==> config.mk <==
export PLATFORM = sky130hd
export DESIGN_NAME = bur_div
export DESIGN_NICKNAME = d
export VERILOG_FILES = /design/src/rtl/bur_div.sv
export SDC_FILE = /design/constraint.sdc
export NUM_CORES = 1
export LEC_CHECK = 0
export ABC_AREA = 1
export BUFFER_PORTS_ARGS = -buffer_cell sky130_fd_sc_hd__buf_4
export CORE_MARGIN = 2
export CORE_UTILIZATION = 45
export CTS_CLUSTER_SIZE = 24
export DETAILED_ROUTE_END_ITERATION = 7
export GPL_TIMING_DRIVEN = 0
export PLACE_DENSITY = 0.7
export SYNTH_ARGS = -nofsm -noshare
export SYNTH_HDL_FRONTEND = slang
export SYNTH_SLANG_ARGS = --single-unit
==> constraint.sdc <==
create_clock -name clk_i -period 2 [get_ports clk_i]
set_clock_uncertainty 0.15 [all_clocks]
set_input_delay 0.3 -clock clk_i [delete_from_list [all_inputs] [get_ports clk_i]]
set_output_delay 0.3 -clock clk_i [all_outputs]
set_load 0.01 [all_outputs]
==> src/rtl/bur_div.sv <==
// Bit-serial restoring divider, one quotient bit per cycle.
module bur_div #(
  parameter int unsigned DEN_W = 12,
  parameter int unsigned QUO_W = 15,
  localparam int unsigned NUM_W = DEN_W + QUO_W
) (
  input  logic             clk_i,
  input  logic             rst_ni,
  input  logic             start_i,
  input  logic [NUM_W-1:0] num_i,
  input  logic [DEN_W-1:0] den_i,
  output logic             busy_o,
  output logic [QUO_W-1:0] quo_o
);

  localparam int unsigned CW = $clog2(QUO_W + 1);

  logic             busy_q;
  logic [CW-1:0]    cnt_q;
  logic [DEN_W-1:0] rem_q;
  logic [QUO_W-1:0] quo_q;
  logic [DEN_W-1:0] den_q;

  logic [DEN_W:0] trial;
  logic [DEN_W:0] diff;
  logic           ge;

  // caller guarantees num < den * 2^QUO_W, so the top part starts below den
  assign trial = {rem_q, quo_q[QUO_W-1]};
  assign diff  = trial - {1'b0, den_q};
  assign ge    = trial >= {1'b0, den_q};

  always_ff @(posedge clk_i or negedge rst_ni) begin
    if (!rst_ni) begin
      busy_q <= 1'b0;
      cnt_q  <= '0;
    end else if (start_i) begin
      busy_q <= 1'b1;
      cnt_q  <= CW'(QUO_W);
    end else if (busy_q) begin
      cnt_q <= cnt_q - CW'(1);
      if (cnt_q == CW'(1)) begin
        busy_q <= 1'b0;
      end
    end
  end

  // numerator low bits shift out as quotient bits shift in
  always_ff @(posedge clk_i) begin
    if (start_i) begin
      rem_q <= num_i[NUM_W-1:QUO_W];
      quo_q <= num_i[QUO_W-1:0];
      den_q <= den_i;
    end else if (busy_q) begin
      rem_q <= ge ? diff[DEN_W-1:0] : trial[DEN_W-1:0];
      quo_q <= {quo_q[QUO_W-2:0], ge};
    end
  end

  assign busy_o = busy_q;
  assign quo_o  = quo_q;

endmodule

==> run metrics, run 1 <==
starting density of the core=45.8%; synth warn=0; CP peak stage delay=0.45 ns; post-route cell area=3890 sq um; first-pass GRT wire length=11,300 um; Seq/Total Area, Yosys=45.1%; critical setup path kind=reg -> reg; final hold vios=0; reg2reg end=rem_q[8]$_DFFE_PP_; Inserted Clock Buffers=5; area grow syn2layout=35.2%; PD cells=1210 nW/um^2; total gr overflow=0; clock sink count=44; endpoints failing setup=12; Slew Limit Fails=0; CTS tree=done; final worst setup slack=-0.0574 ns; FMAX=0.486 GHz; Tightest Pin Transition=1.02 ns; Max rail drop VDD=0.695 mV; violated checks=negative setup slack; drt via density=5.09; max cap viols=0; Distinct cells, synth=30; routed len/inst=13.7 um; Reg2Reg Launch Point=rem_q[9]$_DFFE_PP_; unrepaired setup endpoints after global routing=yes; Bufs on Longest Clock Path=2; fillers=535; Worst slew margin=32.1%; worst-path maximum fanout=5; Diodes inserted=0; drt first pass iters=4; Antenna Nets Post-Route=0; met3 usage=4.06%; DR vias=2,544; crit path from=rem_q[9]$_DFFE_PP_; CP endpoint=rem_q[8]$_DFFE_PP_; Die Area=7050 sq um; worst reg-to-reg setup slack=-0.06 ns; post-synthesis cell area=2880 sq um; slowest stage cell, crit path=edfxtp_1; total wire length=6850 um; DP HPWL=4890 um; R2R cell count=10; row cnt=29; HP Class=in -> reg; met2 Resource Use GR=36.7%; Syn Nets=400; CP endpoint kind=register; number of H-tree levels=2; Worst-path clk slew=0.08 ns; drt drc=0; Final Wtd Congestion=0.911; Die Height=84.0 um; Ports=58; Req. time, crit path=1.90 ns; number of global-route vias before repair=2,534; Syn Inst Count=343; Worst Path Arrival=1.96 ns; GR peak layer=met2; Port Buffers=57; #FFs+latches synth=44; mean post-synth cell area=8.39 sq um; initial drt markers=130; NumNets Final=479; CORE AREA=6280 sq um; pin count of the biggest net entering global routing=28; critical path, cell by cell=ha_4, nand2_1, nand2_1, nand2_1, nand2_2, a21oi_4, clkbuf_16, nand4_1, nand3_2, nand2_1; Placed Area=3420 sq um; GR Layer Usage met1=23.6%; most frequent CP cell=nand2_1; Leakage=1.90 nW; fin util=61.9%; share of cells above drive strength 1=36.9%; Overall Global Routing Usage=19.8%; chip width=84.0 um; hold slack=0.0292 ns; run status=complete, but fails checks; crit share post-route=103%; min cycle time layout=2.06 ns; Clock Latency Late Sink=0.29 ns; initial antenna violation count=0; crit path launch type=register; root buffer cell=clkbuf_8
[layout make-up]
cell class              instances  area, sq um  area share (%)
plain buffers                  10         92.6            2.38
clock buffers                   7         76.3            1.96
clock inverters                 1         30.0           0.772
inverters                      52          198            5.08
multi-input cells             237         1540            39.5
flip-flops and latches         44         1300            33.3
well taps                      77         96.3            2.48
repair buffers                 72          564            14.5
[Yosys cell counts (all sizes together)]
| library cell | number | area share (%) |
|---|---|---|
| nand4 | 14 | 3.0 |
| nand2 | 145 | 20 |
| o211ai | 1 | 0.26 |
| nand3 | 25 | 5.9 |
| inv | 52 | 6.8 |
| nand3b | 4 | 1.5 |
| buf | 5 | 1.8 |
| nor2 | 16 | 2.7 |
| ha | 14 | 6.1 |
| clkbuf | 5 | 1.3 |
| fa | 1 | 0.70 |
| dfrtp | 5 | 4.3 |
| nor3b | 1 | 0.26 |
| xnor2 | 4 | 1.2 |
| edfxtp | 39 | 41 |
| o21ai | 4 | 0.70 |
| a21oi | 6 | 1.4 |
| nor3 | 2 | 0.70 |
[per-stage QoR]
step | setup WS [ns] | TNS (ns) | instances | total power, mW
after CTS | -0.0430 | -0.300 | 494 | 4.45
after global routing | -0.151 | -1.62 | 500 | 4.98
final | -0.0574 | -0.513 | 500 | 4.69
after floorplan | -0.00314 | -0.00314 | 343 | 2.92
after detailed placement | -0.123 | -1.37 | 477 | 3.38
after global placement | -0.112 | -1.18 | 477 | 3.36
[worst min path at each step]
stage / startpoint / end / slack, ns / cells past startpoint
floorplan: rst_ni / busy_o$_DFF_PN0_ / -0.15 / 0
global placement: rst_ni / cnt_q[0]$_DFFE_PN0P_ / -0.05 / 1
detailed placement: rst_ni / cnt_q[0]$_DFFE_PN0P_ / -0.05 / 1
CTS: den_i[3] / den_q[3]$_DFFE_PP_ / 0.02 / 1
global route: den_i[3] / den_q[3]$_DFFE_PP_ / 0.01 / 1
finish: den_i[1] / den_q[1]$_DFFE_PP_ / 0.03 / 1
[critical path: cells and delay by family, from the launching register on]
kind | cells | cell delay, ns
adders and majority gates | 1 | 0.29
DFF | 1 | 0.45
and+or+nand+nor | 7 | 0.49
AOI/OAI and AO/OA | 1 | 0.23
buffers and inverters | 1 | 0.20
[what timing repair did]
item | CTS | global route
pin swaps | 5 | 12
buffers inserted | 8 | 5
endpoints found under the setup margin | 13 | 13
hold buffers | 1 | 0
gates cloned | 0 | 1
endpoints found under the hold margin | 5 | 0
resized for setup | 33 | 12
[placed cells by master, fill, tap and decap left out, drive strengths merged]
| master | netlist | layout |
|---|---|---|
| edfxtp | 39 | 39 |
| a21oi | 6 | 6 |
| bufinv | 0 | 1 |
| inv | 52 | 52 |
| clkbuf | 5 | 12 |
| nand3 | 25 | 25 |
| dfrtp | 5 | 5 |
| buf | 5 | 76 |
| xnor2 | 4 | 4 |
| nor2 | 16 | 16 |
| nor3 | 2 | 2 |
| ha | 14 | 14 |
| nor3b | 1 | 1 |
| nand4 | 14 | 14 |
| nand2 | 145 | 145 |
| o21ai | 4 | 4 |
| o211ai | 1 | 1 |
| nand3b | 4 | 4 |
| fa | 1 | 1 |
| dlygate4sd3 | 0 | 1 |
[where the power goes]
group / switching [mW] / internal [mW] / leakage, nW / total, mW
combinational: 1.41 / 1.22 / 1.38 / 2.63
sequential: 0.166 / 1.22 / 0.458 / 1.39
clock: 0.290 / 0.374 / 0.0524 / 0.664
total: 1.87 / 2.82 / 1.90 / 4.69
[metal layers]
layer | vias to the layer above | part of all wire (%)
li1 | 1257 | -
met1 | 1215 | 43
met5 | - | 0
met2 | 65 | 51
met4 | 0 | 1.0
met3 | 7 | 4.8
[flip-flops by register name, summed over array words and instances, names as in the netlist]
name,count
rem_q,12
cnt_q,4
busy_o,1
den_q,12
quo_o,15
[cell families after synthesis]
group | count (synthesis) | synth area share [%]
and+or+nand+nor | 207 | 34.6
buffers and inverters | 62 | 9.96
DFF | 44 | 45.1
adders and majority gates | 15 | 6.79
AOI/OAI and AO/OA | 11 | 2.39
xor gates and xnor gates | 4 | 1.22
Power figures use the tool's default switching activity.
==> run 2, diff against run 1 <==
--- a/config.mk
+++ b/config.mk
@@ -5,14 +5,13 @@
 export SDC_FILE = /design/constraint.sdc
 export NUM_CORES = 1
 export LEC_CHECK = 0
-export ABC_AREA = 1
 export BUFFER_PORTS_ARGS = -buffer_cell sky130_fd_sc_hd__buf_4
 export CORE_MARGIN = 2
 export CORE_UTILIZATION = 45
 export CTS_CLUSTER_SIZE = 24
 export DETAILED_ROUTE_END_ITERATION = 7
 export GPL_TIMING_DRIVEN = 0
-export PLACE_DENSITY = 0.7
+export PLACE_DENSITY = 0.68
 export SYNTH_ARGS = -nofsm -noshare
 export SYNTH_HDL_FRONTEND = slang
 export SYNTH_SLANG_ARGS = --single-unit
==> constraint.sdc (replaced) <==
create_clock -name clk_i -period 2.15 [get_ports clk_i]
set_clock_uncertainty 0.15 [all_clocks]
set_input_delay 0.3225 -clock clk_i [delete_from_list [all_inputs] [get_ports clk_i]]
set_output_delay 0.3225 -clock clk_i [all_outputs]
set_load 0.01 [all_outputs]
==> run 2 against run 1 <==
  * Total power down 18%
  * Hold slack improved by 0.023 ns
  * Sequential power fell by 8%
  * Sequential cell count unchanged
  * Maximum frequency shrank 25%
  * Via count is 28% lower
  * Non-clock buffer count down 6
  * Highest routed layer unchanged
  * Largest cell class is now registers
  * First-iteration DRC count shrank 49%
  * The flow still finishes with violations (negative setup slack)
==> run metrics, run 2 <==
Antenna Nets Post-Route=0 (unchanged); crit path launch type=register (unchanged); Worst Path Arrival=2.63 ns (was 1.96 ns); max cap viols=0 (unchanged); hold slack=0.0518 ns (was 0.0292 ns); xor/xnor share of the synthesized area=3.81% (was 1.22%); Leakage=1.43 nW (was 1.90 nW); initial antenna violation count=0 (unchanged); top cells by count, synth=edfxtp_1 (39), mux2_2 (20), inv_1 (16), ha_1 (14), o21ai_0 (11) (was nand2_1 (129), inv_1 (49), edfxtp_1 (39), nand3_1 (19), nand2_2 (15)); NumNets Final=337 (was 479); Most used DFF post-synth=edfxtp_1 (unchanged); Post-Layout Cell Count=353 (was 500); area leader, netlist=edfxtp_1 (unchanged); Post-synth ARST share=11.4% (unchanged); number of flip-flops in the largest register=15 (unchanged); worst-path maximum fanout=6 (was 5); Syn Inst Count=205 (was 343); Overall Global Routing Usage=17.6% (was 19.8%); DP HPWL=3760 um (was 4890 um); total wire length=5390 um (was 6850 um); Distinct cells, synth=45 (was 30); violated checks=negative setup slack (unchanged); R2R cell count=10 (unchanged); synth warn=0 (unchanged); Placed Area=3040 sq um (was 3420 sq um); EDFF count, synth=39 (unchanged); Max rail drop VDD=0.547 mV (was 0.695 mV); Tightest Pin Transition=0.712 ns (was 1.02 ns); root buffer cell=clkbuf_8 (unchanged); CORE AREA=5470 sq um (was 6280 sq um); first-pass GRT wire length=8560 um (was 11,300 um); Die Area=6230 sq um (was 7050 sq um); chip width=78.9 um (was 84.0 um); Diodes inserted=0 (unchanged); crit share post-route=127% (was 103%); Worst Hold Depth=1 (unchanged); Ports=58 (unchanged); Clock Latency Late Sink=0.29 ns (about the same); Final Power=3.84 mW (was 4.69 mW); unrepaired setup endpoints after global routing=yes (unchanged); drt first pass iters=4 (unchanged); Die Height=78.9 um (was 84.0 um); CP endpoint kind=register (unchanged); number of H-tree levels=2 (unchanged); pin count of the biggest net entering global routing=28 (unchanged); initial drt markers=66 (was 130); starting density of the core=46.2% (was 45.8%); run status=complete, but fails checks (unchanged); final hold vios=0 (unchanged); post-synthesis mux area share=12.5% (was 0%); main combinational cell family by area after synthesis=multiplexers (was simple AND/OR/NAND/NOR gates); Seq/Total Area, Yosys=51.3% (was 45.1%); Syn Nets=262 (was 400); HP Class=in -> reg (unchanged); Bufs on Longest Clock Path=2 (unchanged); drt drc=0 (unchanged); fillers=452 (was 535); drt via density=5.16 (was 5.09); number of global-route vias before repair=1,847 (was 2,534); critical setup path kind=reg -> reg (unchanged); share of cells above drive strength 1=43.1% (was 36.9%); most frequent cells in the layout=buf_4 (67), edfxtp_1 (39), mux2_2 (20) (was nand2_1 (117), buf_4 (69), inv_1 (43)); total gr overflow=0 (unchanged); Req. time, crit path=2.05 ns (was 1.90 ns); routed len/inst=15.3 um (was 13.7 um); Slew Limit Fails=0 (unchanged); min cycle time layout=2.73 ns (was 2.06 ns); post-synthesis cell area=2530 sq um (was 2880 sq um); placed cells=334 (was 477); Worst-path clk slew=0.08 ns (about the same); post-route cell area=3380 sq um (was 3890 sq um); Final Wtd Congestion=0.813 (was 0.911); Inserted Clock Buffers=5 (unchanged); Worst slew margin=52.5% (was 32.1%); clock sink count=44 (unchanged); commonest non-fill, non-tap cell in the layout=buf_4 (was nand2_1); PD cells=1140 nW/um^2 (was 1210 nW/um^2); area grow syn2layout=33.8% (was 35.2%); DR vias=1,823 (was 2,544); Synth Area in Compound Gates=9.81% (was 2.39%); mean post-synth cell area=12.3 sq um (was 8.39 sq um); row cnt=27 (was 29); FMAX=0.366 GHz (was 0.486 GHz); Synth top area share=46.4% (was 40.7%); simple-gate share of the synthesized area=10.4% (was 34.6%); Synth area leaders=edfxtp_1 (46%), mux2_2 (8.9%), ha_1 (6.9%) (was edfxtp_1 (41%), nand2_1 (17%), inv_1 (6.4%)); Port Buffers=57 (unchanged); Synth Area in Adders=7.73% (was 6.79%); top-count cell post-synth=edfxtp_1 (was nand2_1); endpoints failing setup=13 (was 12); #FFs+latches synth=44 (unchanged); final worst setup slack=-0.582 ns (was -0.0574 ns); CTS tree=done (unchanged)
run 2: cell types whose count changed in the layout (fill, tap and decap cells not counted), moves of 5 or more:
cell / delta
nand2_1: -110
inv_1: -28
nand2_2: -26
mux2_2: +20
nand4_1: -14
nand3_2: -11
ha_4: -7
inv_2: -7
ha_1: +5
nand2b_1: +5
nand3_1: -5
nor3_1: +5
run 2: final timing paths:
path	startpoint	end	slack [ns]
worst max-delay path	quo_o[14]$_DFFE_PP_	rem_q[10]$_DFFE_PP_	-0.58
worst min-delay path	den_i[8]	den_q[8]$_DFFE_PP_	0.05
worst max register to register	quo_o[14]$_DFFE_PP_	rem_q[10]$_DFFE_PP_	-0.58
worst min register to register	cnt_q[1]$_DFFE_PN0P_	cnt_q[1]$_DFFE_PN0P_	0.40
max in group asynchronous	rst_ni	cnt_q[3]$_DFFE_PN0P_	1.54
min in group asynchronous	rst_ni	cnt_q[2]$_DFFE_PN0P_	0.21
run 2: final cells by class:
class	count	area [sq um]	area share, %
clock inverter	3	37.5	1.11
sequential	44	1300	38.4
clock buffer	5	68.8	2.04
inverter	16	60.1	1.78
tap	72	90.1	2.67
buffer	8	52.6	1.55
timing repair buffer	68	531	15.7
multi-input combinational	137	1240	36.8
run 2: critical path: stages (launching register included):
cell and delay, ns:
edfxtp_1 0.41, inv_2 0.10, ha_4 0.20, or3b_4 0.38, a211oi_4 0.25, nor4_4 0.06, or2_1 0.22, buf_6 0.15
buf_8 0.13, nor2b_4 0.13, a221o_1 0.30
run 2: per-layer routing:
metal	share of wire [%]	global-route usage, %
met1	44	22.5
met2	52	30.3
met3	2.9	3.86
met4	0.58	5.00
met5	0	0
run 2: cell families after synthesis:
family | Yosys count
AND/OR/NAND/NOR | 48
flip-flops | 44
AO/OA/AOI/OAI | 36
multiplexers | 27
buffers and inverters | 24
adder cells (fa/ha/maj) | 15
XOR/XNOR | 11
run 2: report_power, final:
part / internal, mW / leakage (nW) / switching [mW]
clock: 0.338 / 0.0532 / 0.266
combinational: 1.09 / 0.924 / 0.868
sequential: 1.16 / 0.451 / 0.120
total: 2.59 / 1.43 / 1.25
run 2: per-stage QoR:
| step | TNS [ns] | util [%] | setup WS, ns |
|---|---|---|---|
| after floorplan | -5.66 | - | -0.532 |
| after global placement | -9.37 | 55.6 | -0.618 |
| after detailed placement | -10.72 | 55.6 | -0.634 |
| after CTS | -6.68 | 58.9 | -0.574 |
| after global routing | -7.97 | 61.8 | -0.659 |
| final | -6.84 | 61.8 | -0.582 |
run 2: timing repair:
action | in CTS | in global routing
endpoints found under the setup margin | 13 | 13
gates cloned | 0 | 1
endpoints found under the hold margin | 5 | 0
resized for setup | 9 | 17
hold buffers | 1 | 0
buffers inserted | 4 | 5
pin swaps | 5 | 5
==> run 3, diff against run 2 <==
==> constraint.sdc (replaced) <==
create_clock -name clk_i -period 2.92 [get_ports clk_i]
set_clock_uncertainty 0.15 [all_clocks]
set_input_delay 0.438 -clock clk_i [delete_from_list [all_inputs] [get_ports clk_i]]
set_output_delay 0.438 -clock clk_i [all_outputs]
set_load 0.01 [all_outputs]
==> run 3 against run 2 <==
  * The flow now finishes without violations
  * Maximum frequency shrank 1.7%
  * Via count shrank 3.7%
  * Combinational power decreased by 40%
  * Critical endpoint unchanged
==> run metrics, run 3 (synthesis gave the netlist of run 2 again) <==
Die Area=6230 sq um (unchanged); initial drt markers=61 (was 66); NumNets Final=327 (was 337); min cycle time layout=2.78 ns (was 2.73 ns); unrepaired setup endpoints after global routing=no (was yes); share of cells above drive strength 1=35.1% (was 43.1%); Worst Path Arrival=2.68 ns (was 2.63 ns); routed len/inst=14.0 um (was 15.3 um); initial antenna violation count=0 (unchanged); clock sink count=44 (unchanged); CORE AREA=5470 sq um (unchanged); # Post-CTS Setup Buffers=0 (was 4); Overall Global Routing Usage=16.0% (was 17.6%); DP HPWL=3570 um (was 3760 um); crit share post-route=95.2% (was 127%); total wire length=4790 um (was 5390 um); post-route cell area=3140 sq um (was 3380 sq um); Clock Latency Late Sink=0.29 ns (about the same); drt via density=5.12 (was 5.16); crit path launch type=register (unchanged); drt first pass iters=4 (unchanged); worst-path maximum fanout=10 (was 6); HP Class=in -> reg (unchanged); Reg2Reg Launch Point=rem_q[7]$_DFFE_PP_ (was quo_o[14]$_DFFE_PP_); Worst Hold Depth=1 (unchanged); CTS tree=done (unchanged); Bufs on Longest Clock Path=2 (unchanged); number of H-tree levels=2 (unchanged); pin count of the biggest net entering global routing=28 (unchanged); Setup Total Neg Slack=0 ns (was -6.84 ns); drt drc=0 (unchanged); Ports=58 (unchanged); fillers=498 (was 452); Placed Area=3040 sq um (unchanged); Final Power=2.46 mW (was 3.84 mW); DR vias=1,755 (was 1,823); final hold vios=0 (unchanged); Die Height=78.9 um (unchanged); Worst slew margin=55.6% (was 52.5%); Post-Layout Cell Count=343 (was 353); Final Wtd Congestion=0.797 (was 0.813); Slew Limit Fails=0 (unchanged); Req. time, crit path=2.82 ns (was 2.05 ns); root buffer cell=clkbuf_8 (unchanged); Tightest Pin Transition=0.665 ns (was 0.712 ns); most frequent cells in the layout=buf_4 (58), edfxtp_1 (39), mux2_2 (20) (was buf_4 (67), edfxtp_1 (39), mux2_2 (20)); number of global-route vias before repair=1,704 (was 1,847); PD cells=784 nW/um^2 (was 1140 nW/um^2); critical setup path kind=reg -> reg (unchanged); CP endpoint kind=register (unchanged); area grow syn2layout=24.5% (was 33.8%); first-pass GRT wire length=7730 um (was 8560 um); max cap viols=0 (unchanged); Antenna Nets Post-Route=0 (unchanged); Leakage=1.35 nW (was 1.43 nW); commonest non-fill, non-tap cell in the layout=buf_4 (unchanged); number of flip-flops in the largest register=15 (unchanged); Worst-path clk slew=0.08 ns (about the same); placed cells=334 (unchanged); Hold Startpoint=den_i[9] (was den_i[8]); Diodes inserted=0 (unchanged); FMAX=0.360 GHz (was 0.366 GHz); total gr overflow=0 (unchanged); endpoints failing setup=0 (was 13); starting density of the core=46.2% (unchanged); Port Buffers=57 (unchanged); worst reg-to-reg setup slack=0.14 ns (was -0.58 ns); hold slack=0.164 ns (was 0.0518 ns); row cnt=27 (unchanged); run status=completed (was complete, but fails checks); reg2reg end=rem_q[10]$_DFFE_PP_ (unchanged); WHS Endpoint=den_q[9]$_DFFE_PP_ (was den_q[8]$_DFFE_PP_); Max rail drop VDD=0.283 mV (was 0.547 mV); Inserted Clock Buffers=5 (unchanged); R2R cell count=9 (was 10); chip width=78.9 um (unchanged)
==> run 3: changes by cell type in the layout (fill, tap and decap cells not counted), moves of 2 or more <==
cell,before,now
a21oi_1,2,5
ha_2,2,0
ha_1,8,14
ha_4,4,0
a21oi_2,3,1
o21ai_0,8,11
buf_4,67,58
==> run 3: worst max path at each step <==
stage	startpoint	end	slack, ns	cells after the start
after detailed placement	rem_q[7]$_DFFE_PP_	rem_q[10]$_DFFE_PP_	0.15	9
final	rem_q[7]$_DFFE_PP_	rem_q[10]$_DFFE_PP_	0.14	9
after CTS	rem_q[7]$_DFFE_PP_	rem_q[10]$_DFFE_PP_	0.13	9
after global routing	rem_q[7]$_DFFE_PP_	rem_q[10]$_DFFE_PP_	0.001	9
after floorplan	quo_o[14]$_DFFE_PP_	rem_q[10]$_DFFE_PP_	0.24	10
after global placement	rem_q[7]$_DFFE_PP_	rem_q[10]$_DFFE_PP_	0.15	9
==> run 3: stage by stage <==
stage                     utilization, %  worst slack (ns)
after global routing                57.5           0.00131
after global placement              55.6             0.150
final                               57.5             0.140
after CTS                           57.3             0.134
after detailed placement            55.6             0.149
after floorplan                        -             0.238
==> run 3: layout make-up <==
cell class	count	area (sq um)	share of cell area, %
clock buffer	6	72.6	2.31
clock inverter	2	11.3	0.358
timing repair buffer	58	438	13.9
tap	72	90.1	2.87
inverter	16	60.1	1.91
multi-input combinational	137	1120	35.7
buffer	8	52.6	1.67
sequential	44	1300	41.2
==> run 3: worst max-delay path: stages, from the launching register on <==
cell and delay (ns):
edfxtp_1 0.40, ha_1 0.40, a21oi_2 0.23, o21ai_0 0.11, a211o_1 0.27, or2_1 0.24, buf_6 0.14, buf_8 0.14
nor2b_4 0.14, a221o_1 0.32
==> run 3: timing repair <==
item                                   4_1_cts  5_1_grt
gates resized for setup                      0        1
endpoints found under the hold margin        5        0
hold buffers                                 1        0
setup endpoints to repair                    0        4
==> run 3: per-layer routing <==
layer / up-vias / wire length [um] / global-route usage (%) / share of wire (%)
li1: 884 / - / - / -
met1: 832 / 2190 / 20.4 / 46
met2: 33 / 2320 / 26.8 / 49
met3: 6 / 215 / 4.32 / 4.5
met4: 0 / 57 / 5.17 / 1.2
met5: - / 0 / 0 / 0
==> run 3: power breakdown <==
group / leakage [nW] / internal (mW) / switching (mW) / total (mW)
sequential: 0.451 / 0.852 / 0.0693 / 0.921
clock: 0.0388 / 0.166 / 0.201 / 0.367
combinational: 0.859 / 0.635 / 0.542 / 1.18
